[config.mk]
export PLATFORM = sky130hd
export DESIGN_NAME = frame_rate_pacer_core
export DESIGN_NICKNAME = d
export VERILOG_FILES = /design/src/rtl/frp_pkg.sv /design/src/rtl/frp_div.sv /design/src/rtl/frame_rate_pacer_core.sv
export SDC_FILE = /design/constraint.sdc
export NUM_CORES = 2
export LEC_CHECK = 0
export ABC_AREA = 1
export BUFFER_PORTS_ARGS = -buffer_cell sky130_fd_sc_hd__buf_2
export CELL_PAD_IN_SITES_DETAIL_PLACEMENT = 1
export CELL_PAD_IN_SITES_GLOBAL_PLACEMENT = 2
export CORE_ASPECT_RATIO = 1.25
export CORE_MARGIN = 5
export CORE_UTILIZATION = 30
export DETAILED_ROUTE_END_ITERATION = 10
export GPL_ROUTABILITY_DRIVEN = 0
export GPL_TIMING_DRIVEN = 0
export HOLD_SLACK_MARGIN = 0.12
export PLACE_DENSITY = 0.67
export SYNTH_ARGS = -nofsm -noshare
export SYNTH_HDL_FRONTEND = slang
export SYNTH_SLANG_ARGS = --single-unit
[constraint.sdc]
create_clock -name clk -period 15.11 [get_ports clk]
set_clock_uncertainty 0.05 [all_clocks]
set_input_delay 2.2665 -clock clk [delete_from_list [all_inputs] [get_ports clk]]
set_output_delay 2.2665 -clock clk [all_outputs]
set_load 0.02 [all_outputs]
[src/rtl/frp_pkg.sv]
package frp_pkg;

	// field widths
	localparam int FRAC_BITS = 16;
	localparam int NOW_W     = 32;
	localparam int TGT_W     = 10;
	localparam int SKIP_W    = 8;
	localparam int RPT_W     = 16;
	localparam int CFG_W     = 10;
	localparam int CFG_IDX_W = 2;

	// fixed point widths
	localparam int TPF_W  = NOW_W + FRAC_BITS;
	localparam int FPS_W  = 2 * FRAC_BITS + 10;
	localparam int PER_W  = FRAC_BITS + 10;
	localparam int PROD_W = NOW_W + PER_W;
	localparam int SPD_W  = FPS_W + 7;
	localparam int DIV_W  = (SPD_W > TPF_W) ? SPD_W : TPF_W;
	localparam int REM_W  = TPF_W + 1;
	localparam int CNT_W  = $clog2(DIV_W + 1);

	// constants
	localparam int MS_PER_S     = 1000;
	localparam int WIN_MS       = 1000;
	localparam int PCT_FULL     = 100;
	localparam int TGT_RESET    = 25;
	localparam int SKIP_RESET   = 2;

	localparam logic [DIV_W-1:0] K_SEC_FX  = DIV_W'(MS_PER_S) << FRAC_BITS;
	localparam logic [DIV_W-1:0] K_SEC_FX2 = DIV_W'(MS_PER_S) << (2 * FRAC_BITS);
	localparam logic [FPS_W-1:0] FPS_SAT   = FPS_W'({(RPT_W + FRAC_BITS){1'b1}});

	// configuration register indexes
	typedef enum logic [CFG_IDX_W-1:0] {
		REG_TARGET_FPS = 2'd0,
		REG_MAX_SKIP   = 2'd1
	} frp_reg_t;

	// sequencer states
	typedef enum logic [4:0] {
		S_IDLE,
		S_TPF_GO,
		S_TPF_WAIT,
		S_FPS_GO,
		S_FPS_WAIT,
		S_PACE,
		S_PER_GO,
		S_PER_WAIT,
		S_MUL,
		S_CMP,
		S_FPS2_GO,
		S_FPS2_WAIT,
		S_REPORT,
		S_SPD_GO,
		S_SPD_WAIT,
		S_CNT_GO,
		S_CNT_WAIT,
		S_DONE
	} frp_state_t;

	// divider request and response
	typedef struct packed {
		logic             start;
		logic [CNT_W-1:0] count;
		logic [DIV_W-1:0] dividend;
		logic [TPF_W-1:0] divisor;
	} frp_div_req_t;

	typedef struct packed {
		logic             done;
		logic [DIV_W-1:0] quot;
	} frp_div_rsp_t;

	// clamp to the report width
	function automatic logic [RPT_W-1:0] sat_rpt(input logic [PROD_W-1:0] v);
		if (v[PROD_W-1:RPT_W] != '0) begin
			return '1;
		end
		return v[RPT_W-1:0];
	endfunction

endpackage

[src/rtl/frp_div.sv]
module frp_div (
	input  logic                 clk,
	input  logic                 arst_n,
	input  frp_pkg::frp_div_req_t req,
	output frp_pkg::frp_div_rsp_t rsp
);
	import frp_pkg::*;

	logic [DIV_W-1:0] dvd_q;
	logic [REM_W-1:0] rem_q;
	logic [TPF_W-1:0] dsr_q;
	logic [CNT_W-1:0] cnt_q;
	logic             done_q;

	logic [REM_W-1:0] shifted;
	logic [REM_W:0]   trial;
	logic             ge;

	// one restoring step: bring in the next dividend bit, try the subtract
	always_comb begin
		shifted = {rem_q[REM_W-2:0], dvd_q[DIV_W-1]};
		trial   = {1'b0, shifted} - {2'b00, dsr_q};
		ge      = !trial[REM_W];
	end

	// iteration counter and done pulse
	always_ff @(posedge clk or negedge arst_n) begin
		if (!arst_n) begin
			cnt_q  <= '0;
			done_q <= 1'b0;
		end else begin
			done_q <= (cnt_q == CNT_W'(1));
			if (req.start) begin
				cnt_q <= req.count;
			end else if (cnt_q != '0) begin
				cnt_q <= cnt_q - CNT_W'(1);
			end
		end
	end

	// shift registers: quotient bits enter from the bottom as dividend bits leave the top
	always_ff @(posedge clk) begin
		if (req.start) begin
			dvd_q <= req.dividend;
			rem_q <= '0;
			dsr_q <= req.divisor;
		end else if (cnt_q != '0) begin
			dvd_q <= {dvd_q[DIV_W-2:0], ge};
			rem_q <= ge ? trial[REM_W-1:0] : shifted;
		end
	end

	assign rsp.done = done_q;
	assign rsp.quot = dvd_q;

	// a new division only starts on an idle unit
	a_start_idle: assert property (@(posedge clk) disable iff (!arst_n)
		req.start |-> cnt_q == '0)
		else $error("divider restarted while busy");

	a_done_end: assert property (@(posedge clk) disable iff (!arst_n)
		done_q |-> $past(cnt_q) == CNT_W'(1))
		else $error("divider done without final step");

	a_no_overlap: assert property (@(posedge clk) disable iff (!arst_n)
		(cnt_q != '0) |-> !done_q || $past(req.start))
		else $error("divider done while still iterating");

endmodule

[src/rtl/frame_rate_pacer_core.sv]
// each frame runs up to six divisions in one shared bit-serial divider
// (one quotient bit a cycle) before its result is registered
// flow: one frame at a time; the next frame is taken
// once the result is registered, even while that result still waits to be taken
// reset: asynchronous, active low; target_fps 25, max_skip 2, counters, window and reports 0
module frame_rate_pacer_core (
	input  logic                          clk,
	input  logic                          arst_n,
	input  logic                          cfg_wr_en,
	input  logic [frp_pkg::CFG_IDX_W-1:0] cfg_index,
	input  logic [frp_pkg::CFG_W-1:0]     cfg_wdata,
	input  logic                          in_valid,
	output logic                          in_ready,
	input  logic [frp_pkg::NOW_W-1:0]     now_ms,
	output logic                          out_valid,
	input  logic                          out_ready,
	output logic [frp_pkg::RPT_W-1:0]     delay_ms,
	output logic                          skip_frame,
	output logic [frp_pkg::NOW_W-1:0]     frame_time_ms,
	output logic                          report_valid,
	output logic [frp_pkg::RPT_W-1:0]     measured_fps,
	output logic [frp_pkg::RPT_W-1:0]     speed_percent,
	output logic [frp_pkg::NOW_W-1:0]     frame_number
);
	import frp_pkg::*;

	frp_state_t state_q, state_nx;

	// configuration and pacing state
	logic [TGT_W-1:0]  target_q;
	logic [SKIP_W-1:0] max_skip_q;
	logic [NOW_W-1:0]  frame_cnt_q;
	logic              started_q;
	logic [NOW_W-1:0]  ws_q;
	logic [NOW_W-1:0]  wf_q;
	logic [NOW_W-1:0]  prev_q;
	logic [SKIP_W-1:0] skip_q;
	logic [RPT_W-1:0]  rfps_q;
	logic [RPT_W-1:0]  rspd_q;

	// per-frame working registers
	logic [NOW_W-1:0]  now_q;
	logic [NOW_W-1:0]  frame_time_q;
	logic [NOW_W-1:0]  elapsed_q;
	logic [TPF_W-1:0]  tpf_q;
	logic [FPS_W-1:0]  fps_q;
	logic [PER_W-1:0]  per_q;
	logic [PROD_W-1:0] prod_q;
	logic [RPT_W-1:0]  delay_q;
	logic              report_q;

	// result register
	logic              out_valid_q;
	logic [RPT_W-1:0]  out_delay_q;
	logic              out_skip_q;
	logic [NOW_W-1:0]  out_ftime_q;
	logic              out_report_q;
	logic [RPT_W-1:0]  out_fps_q;
	logic [RPT_W-1:0]  out_speed_q;
	logic [NOW_W-1:0]  out_fnum_q;

	frp_div_req_t div_req;
	frp_div_rsp_t div_rsp;

	logic                   in_fire;
	logic                   out_free;
	logic [NOW_W-1:0]       tpi;
	logic                   tpi_zero;
	logic                   tpf_zero;
	logic [TPF_W-1:0]       el_fx;
	logic                   ahead;
	logic [PROD_W-1:0]      prod_full;
	logic [PROD_W-1:0]      diff;
	logic                   pace_wait;
	logic [SPD_W-1:0]       fps100;
	logic                   report_due;
	logic [NOW_W-1:0]       rest;
	logic [NOW_W-1:0]       cnt_next;

	frp_div u_div (
		.clk    (clk),
		.arst_n (arst_n),
		.req    (div_req),
		.rsp    (div_rsp)
	);

	// derived values
	always_comb begin
		in_fire    = in_valid && in_ready;
		out_free   = !out_valid_q || out_ready;
		tpi        = tpf_q[TPF_W-1:FRAC_BITS];
		tpi_zero   = (tpi == '0);
		tpf_zero   = (tpf_q == '0);
		el_fx      = {elapsed_q, {FRAC_BITS{1'b0}}};
		ahead      = fps_q[FPS_W-1:FRAC_BITS] > (FPS_W - FRAC_BITS)'(target_q);
		diff       = prod_q - PROD_W'(el_fx);
		pace_wait  = (prod_q > PROD_W'(el_fx)) && (diff[PROD_W-1:FRAC_BITS] != '0);
		fps100     = (SPD_W'(fps_q) << 6) + (SPD_W'(fps_q) << 5) + (SPD_W'(fps_q) << 2);
		report_due = elapsed_q >= NOW_W'(WIN_MS);
		rest       = elapsed_q - NOW_W'(WIN_MS);
		cnt_next   = (div_rsp.quot[NOW_W-1:0] == '1) ? '1
		             : div_rsp.quot[NOW_W-1:0] + NOW_W'(1);
	end

	// frames in a window times the target period
	assign prod_full = wf_q * per_q;

	// state register
	always_ff @(posedge clk or negedge arst_n) begin
		if (!arst_n) begin
			state_q <= S_IDLE;
		end else begin
			state_q <= state_nx;
		end
	end

	// sequencer: next state, divider requests, input ready
	always_comb begin
		state_nx = state_q;
		div_req  = '0;
		in_ready = 1'b0;
		unique case (state_q)
			S_IDLE: begin
				in_ready = 1'b1;
				if (in_valid) begin
					state_nx = S_TPF_GO;
				end
			end
			S_TPF_GO: begin
				div_req.start    = 1'b1;
				div_req.count    = CNT_W'(TPF_W);
				div_req.dividend = DIV_W'(el_fx) << (DIV_W - TPF_W);
				div_req.divisor  = TPF_W'(wf_q);
				state_nx         = S_TPF_WAIT;
			end
			S_TPF_WAIT: begin
				if (div_rsp.done) begin
					state_nx = S_FPS_GO;
				end
			end
			S_FPS_GO: begin
				if (tpi_zero) begin
					state_nx = S_PACE;
				end else begin
					div_req.start    = 1'b1;
					div_req.count    = CNT_W'(PER_W);
					div_req.dividend = K_SEC_FX << (DIV_W - PER_W);
					div_req.divisor  = TPF_W'(tpi);
					state_nx         = S_FPS_WAIT;
				end
			end
			S_FPS_WAIT: begin
				if (div_rsp.done) begin
					state_nx = S_PACE;
				end
			end
			S_PACE: begin
				if (target_q != '0 && ahead) begin
					state_nx = S_PER_GO;
				end else begin
					state_nx = S_REPORT;
				end
			end
			S_PER_GO: begin
				div_req.start    = 1'b1;
				div_req.count    = CNT_W'(PER_W);
				div_req.dividend = K_SEC_FX << (DIV_W - PER_W);
				div_req.divisor  = TPF_W'(target_q);
				state_nx         = S_PER_WAIT;
			end
			S_PER_WAIT: begin
				if (div_rsp.done) begin
					state_nx = S_MUL;
				end
			end
			S_MUL: begin
				state_nx = S_CMP;
			end
			S_CMP: begin
				if (pace_wait && !tpf_zero) begin
					state_nx = S_FPS2_GO;
				end else begin
					state_nx = S_REPORT;
				end
			end
			S_FPS2_GO: begin
				div_req.start    = 1'b1;
				div_req.count    = CNT_W'(FPS_W);
				div_req.dividend = K_SEC_FX2 << (DIV_W - FPS_W);
				div_req.divisor  = tpf_q;
				state_nx         = S_FPS2_WAIT;
			end
			S_FPS2_WAIT: begin
				if (div_rsp.done) begin
					state_nx = S_REPORT;
				end
			end
			S_REPORT: begin
				if (report_due && target_q != '0) begin
					state_nx = S_SPD_GO;
				end else begin
					state_nx = S_DONE;
				end
			end
			S_SPD_GO: begin
				div_req.start    = 1'b1;
				div_req.count    = CNT_W'(SPD_W);
				div_req.dividend = DIV_W'(fps100) << (DIV_W - SPD_W);
				div_req.divisor  = TPF_W'(target_q);
				state_nx         = S_SPD_WAIT;
			end
			S_SPD_WAIT: begin
				if (div_rsp.done) begin
					state_nx = S_CNT_GO;
				end
			end
			S_CNT_GO: begin
				div_req.start    = 1'b1;
				div_req.count    = CNT_W'(NOW_W);
				div_req.dividend = DIV_W'(rest) << (DIV_W - NOW_W);
				div_req.divisor  = TPF_W'(tpi);
				state_nx         = S_CNT_WAIT;
			end
			S_CNT_WAIT: begin
				if (div_rsp.done) begin
					state_nx = S_DONE;
				end
			end
			S_DONE: begin
				if (out_free) begin
					state_nx = S_IDLE;
				end
			end
			default: begin
				state_nx = S_IDLE;
			end
		endcase
	end

	// configuration, window, skip counter, reports and result valid
	always_ff @(posedge clk or negedge arst_n) begin
		if (!arst_n) begin
			target_q    <= TGT_W'(TGT_RESET);
			max_skip_q  <= SKIP_W'(SKIP_RESET);
			frame_cnt_q <= '0;
			started_q   <= 1'b0;
			ws_q        <= '0;
			wf_q        <= '0;
			prev_q      <= '0;
			skip_q      <= '0;
			rfps_q      <= '0;
			rspd_q      <= '0;
			out_valid_q <= 1'b0;
		end else begin
			// register writes restart the window
			if (cfg_wr_en) begin
				case (cfg_index)
					REG_TARGET_FPS: begin
						target_q  <= cfg_wdata[TGT_W-1:0];
						started_q <= 1'b0;
						wf_q      <= '0;
					end
					REG_MAX_SKIP: begin
						max_skip_q <= cfg_wdata[SKIP_W-1:0];
						started_q  <= 1'b0;
						wf_q       <= '0;
					end
					default: begin
					end
				endcase
			end

			// new frame beat
			if (in_fire) begin
				frame_cnt_q <= frame_cnt_q + NOW_W'(1);
				prev_q      <= now_ms;
				if (!started_q) begin
					ws_q      <= now_ms;
					wf_q      <= NOW_W'(1);
					started_q <= 1'b1;
				end else begin
					wf_q <= wf_q + NOW_W'(1);
				end
			end

			// skip counter
			if (state_q == S_PACE) begin
				if (target_q == '0 || ahead) begin
					skip_q <= '0;
				end else if (skip_q < max_skip_q) begin
					skip_q <= skip_q + SKIP_W'(1);
				end else begin
					skip_q <= '0;
				end
			end

			// one-second report
			if (state_q == S_REPORT && report_due) begin
				if (target_q == '0) begin
					rspd_q <= RPT_W'(PCT_FULL);
					rfps_q <= sat_rpt(PROD_W'(wf_q));
					wf_q   <= '0;
					ws_q   <= now_q;
				end else begin
					rfps_q <= sat_rpt(PROD_W'(fps_q[FPS_W-1:FRAC_BITS]));
				end
			end
			if (state_q == S_SPD_WAIT && div_rsp.done) begin
				rspd_q <= sat_rpt(PROD_W'(div_rsp.quot[DIV_W-1:FRAC_BITS]));
			end

			// window moves forward, keeping the frames that fit in the rest
			if (state_q == S_CNT_WAIT && div_rsp.done) begin
				wf_q <= cnt_next;
				ws_q <= ws_q + NOW_W'(WIN_MS);
			end

			// result beat handshake
			if (state_q == S_DONE && out_free) begin
				out_valid_q <= 1'b1;
			end else if (out_ready) begin
				out_valid_q <= 1'b0;
			end
		end
	end

	// per-frame working values and the result payload
	always_ff @(posedge clk) begin
		if (in_fire) begin
			now_q        <= now_ms;
			frame_time_q <= now_ms - prev_q;
			elapsed_q    <= started_q ? now_ms - ws_q : '0;
			delay_q      <= '0;
			report_q     <= 1'b0;
		end

		if (state_q == S_TPF_WAIT && div_rsp.done) begin
			tpf_q <= div_rsp.quot[TPF_W-1:0];
		end

		// measured rate from the integer period
		if (state_q == S_FPS_GO && tpi_zero) begin
			fps_q <= FPS_SAT;
		end
		if (state_q == S_FPS_WAIT && div_rsp.done) begin
			fps_q <= FPS_W'(div_rsp.quot[PER_W-1:0]);
		end

		if (state_q == S_PER_WAIT && div_rsp.done) begin
			per_q <= div_rsp.quot[PER_W-1:0];
		end

		if (state_q == S_MUL) begin
			prod_q <= prod_full;
		end

		// wait needed to fall back to the target period
		if (state_q == S_CMP && pace_wait) begin
			delay_q <= sat_rpt(PROD_W'(diff[PROD_W-1:FRAC_BITS]));
			if (tpf_zero) begin
				fps_q <= FPS_SAT;
			end
		end
		if (state_q == S_FPS2_WAIT && div_rsp.done) begin
			fps_q <= div_rsp.quot[FPS_W-1:0];
		end

		if (state_q == S_REPORT) begin
			report_q <= report_due;
		end

		if (state_q == S_DONE && out_free) begin
			out_delay_q  <= delay_q;
			out_skip_q   <= (skip_q != '0);
			out_ftime_q  <= frame_time_q;
			out_report_q <= report_q;
			out_fps_q    <= rfps_q;
			out_speed_q  <= rspd_q;
			out_fnum_q   <= frame_cnt_q;
		end
	end

	assign out_valid     = out_valid_q;
	assign delay_ms      = out_delay_q;
	assign skip_frame    = out_skip_q;
	assign frame_time_ms = out_ftime_q;
	assign report_valid  = out_report_q;
	assign measured_fps  = out_fps_q;
	assign speed_percent = out_speed_q;
	assign frame_number  = out_fnum_q;

	// one frame in flight at a time
	a_one_in_flight: assert property (@(posedge clk) disable iff (!arst_n)
		in_fire |=> !in_ready)
		else $error("second frame taken while one is in progress");

	a_frame_count: assert property (@(posedge clk) disable iff (!arst_n)
		in_fire |=> frame_cnt_q == $past(frame_cnt_q) + NOW_W'(1))
		else $error("frame counter did not advance by one");

	a_wait_or_skip: assert property (@(posedge clk) disable iff (!arst_n)
		out_valid |-> !(delay_ms != '0 && skip_frame))
		else $error("frame both delayed and skipped");

	a_done_expected: assert property (@(posedge clk) disable iff (!arst_n)
		div_rsp.done |-> (state_q == S_TPF_WAIT || state_q == S_FPS_WAIT ||
		                  state_q == S_PER_WAIT || state_q == S_FPS2_WAIT ||
		                  state_q == S_SPD_WAIT || state_q == S_CNT_WAIT))
		else $error("division finished outside a wait state");

endmodule

==> metrics.yaml <==
worst_setup_path:
  cp.required_ns: 15.57
  max_stage_delay_ns: 0.98
  path_class: "register to register"
  critPathLaunch: "wf_q[18]$_DFF_PN0_"
  crit_family: "adder cells"
  path_common_cell: "fa_1"
  path_buf_inv: 8
  endpoint_kind: "register"
  crit_fanout: 10
  slowest_stage: "clkbuf_1"
  start_kind: "register"
  r2r_start: "wf_q[18]$_DFF_PN0_"
  cp.arrival_ns: 9.71
synthesis:
  ys_ff_latch: 746
  synth_area_leaders: "fa_1, edfxtp_1, nand2_1, inv_1, ha_1"
  yosys_warnings: 0
  synthCells: 8965
  ys.flop_type: "edfxtp_1"
  synth_cell_types: 71
  synth_top_cell_area_share: 0.209
  yosysMostFrequentCell: "nand2_1"
  seq_area_frac_synth: 0.282
  syn-num-nets: 10200
  synth.avg_cell_area_um2: 8.12
  synth_common_cells: "nand2_1, inv_1, fa_1"
  syn_area_um2: 72800
  yosysTopAreaCell: "fa_1"
  synthArstFlopShare: 0.268
  synth_edf_count: 456
drt:
  antenna_left: 0
  first_pass_iters: 8
  drtIter0Drc: 3765
  vias_per_cell: 5.02
  num_vias: 62600
  drc: 0
  routed_wl_um: 321000
  wl_per_cell_um: 25.7
clocking:
  clock-root-buffer: "clkbuf_16"
  clkLatencyLatePin_ns: 0.76
  cts.sinks: 746
  cts_tree: "yes"
  post-cts-setup-buffer-count: 0
  numCtsBuffers: 87
  h-tree-depth: 3
  hold_buffers: 0
  clk_pin_slew_ns: 0.06
  clk_path_buf_depth: 3
  cts-resized-gates: 0
global_routing:
  grt_max_degree: 92
  busiest_layer: "met2"
  grt_first_pass_wirelength_um: 465000
  antenna_found_initial: 14
  grt_pass1_vias: 68600
  overflow: 0
  grt_use_met1: 0.294
  use_met3: 0.0257
  gr-usage-all-layers: 0.249
  use_met2: 0.446
job:
  max-cap-violations: 0
final_layout:
  seqCellArea_um2: 20500
  fin_nets: 10500
  drive_gt1_frac: 0.0536
  multiInputGateArea_um2: 43400
  fill_cells: 28900
  area_delta_synth_final_pct: 11.2
sta:
  slew_viol_final: 0
  worstMarginPinSlew_ns: 1.41
  final-setup-viol-count: 0
  rsz0062_at_grt: "false"
  slew_headroom: 0.0624
  fin_crit_sh: 0.612
  finalHoldViolations: 0
  fmax_mhz: 108
  hold_ws_ns: 0.366
  fin_crit_ns: 9.25
  fin_tns_setup_ns: 0
power:
  vdd_drop_max_uv: 97.6
  p_per_area_nw_per_um2: 137
  leakage_nw: 40.5
min_path:
  hp-class: "register to register"
  hp-start: "frame_time_q[25]$_DFFE_PP_"
die:
  start_util: 0.301
  die_area_um2: 253000
  die_h_um: 561
  fp-row-count: 202
  die_w_um: 451
  fp.coreArea_um2: 242000
  ios: 165
placed_design:
  hpwl_um: 268000
  port_buffers: 164
run_status:
  status: "finished, final reports clean"
==> cells by family after synthesis <==
| logic type | count (synthesis) | share of synthesized area |
|---|---|---|
| buf+inv | 2363 | 0.123 |
| simple gates | 3124 | 0.177 |
| xor+xnor | 223 | 0.0268 |
| flops | 746 | 0.282 |
| fa+ha+maj | 1184 | 0.282 |
| compound gates | 1325 | 0.109 |
==> per-stage QoR <==
| step | cells | total power [mW] | setup slack (ns) | area [µm²] | util |
|---|---|---|---|---|---|
| 4_1_cts | 12500 | 11.2 | 5.84 | 81000 | 0.335 |
| 3_3_place_gp | 12300 | 8.80 | 3.46 | 77600 | 0.321 |
| 3_5_place_dp | 12300 | 8.89 | 5.86 | 78000 | 0.322 |
| 6_report | 12500 | 11.1 | 5.86 | 81000 | 0.335 |
| 2_1_floorplan | 8965 | 6.65 | 7.44 | 72800 | - |
| 5_1_grt | 12500 | 11.9 | 5.53 | 81000 | 0.335 |
==> routing by layer <==
metal / wire length, µm / part of all wire / up-vias
met5: 0 / 0 / -
met4: 20800 / 0.065 / 0
met3: 12300 / 0.038 / 574
met2: 161000 / 0.50 / 1527
met1: 127000 / 0.40 / 31900
li1: - / - / 28600
==> cells in the final DEF, fill, tap and decap left out, types with 25 or more instances in the layout <==
cell       count
o221ai_1      34
o22ai_1       47
dfxtp_1       90
nand3_1      199
xor2_1       159
o2111ai_1     25
nand2_1     2077
edfxtp_1     456
xnor2_1       64
inv_1       2054
clkbuf_16     90
buf_2        182
fa_1         761
o21ai_0      458
o21a_1        42
nor3_1        88
nand4_1       89
dfrtp_1      196
a22oi_2       32
ha_1         423
a21oi_1      406
a31oi_1       49
clkbuf_1     231
buf_1         47
o211ai_1      84
nor4_1        58
nor2_1       503
==> path summary, 6_finish.rpt <==
path	endpoint	slack, ns	depth (start not counted)
worst max-delay path	prod_q[56]$_DFFE_PP_	5.86	27
worst min-delay path	frame_time_ms[25]$_DFFE_PP_	0.37	0
worst max register to register	prod_q[56]$_DFFE_PP_	5.86	27
worst min register to register	frame_time_ms[25]$_DFFE_PP_	0.37	0
max in group asynchronous	target_q[8]$_DFFE_PN0P_	12.62	2
min in group asynchronous	prev_q[14]$_DFFE_PN0P_	1.41	1
==> worst reg2reg max path, delay by kind of cell, from the launching register on <==
family / cells / cell delay, ns
buffers and inverters: 8 / 2.19
adders and majority gates: 8 / 4.21
and+or+nand+nor: 9 / 1.81
DFF: 1 / 0.36
xor gates and xnor gates: 1 / 0.28
AOI/OAI and AO/OA: 1 / 0.15
==> flip-flops by register name (all words and copies together) (netlist names), 42 cells and up <==
name / flops
tpf_q: 48
u_div.dvd_q: 49
u_div.dsr_q: 48
u_div.rem_q: 48
prod_q: 58
fps_q: 42
==> layout make-up <==
type                    count  share of cell area
multi-input cells        5856               0.536
flip-flops and latches    746               0.253
inverters                2069              0.0959
well taps                3162              0.0489
clock buffers             119              0.0303
plain buffers             294              0.0149
repair buffers            179              0.0144
clock inverters            44             0.00644
diodes                      4            0.000124
==> power breakdown <==
| part | switching (mW) | total (mW) | internal (mW) |
|---|---|---|---|
| Clock | 0.937 | 2.24 | 1.30 |
| Sequential | 0.518 | 3.32 | 2.81 |
| Combinational | 3.85 | 5.56 | 1.70 |
| Total | 5.31 | 11.1 | 5.81 |
Note: power is estimated with default switching activity, not from simulation.
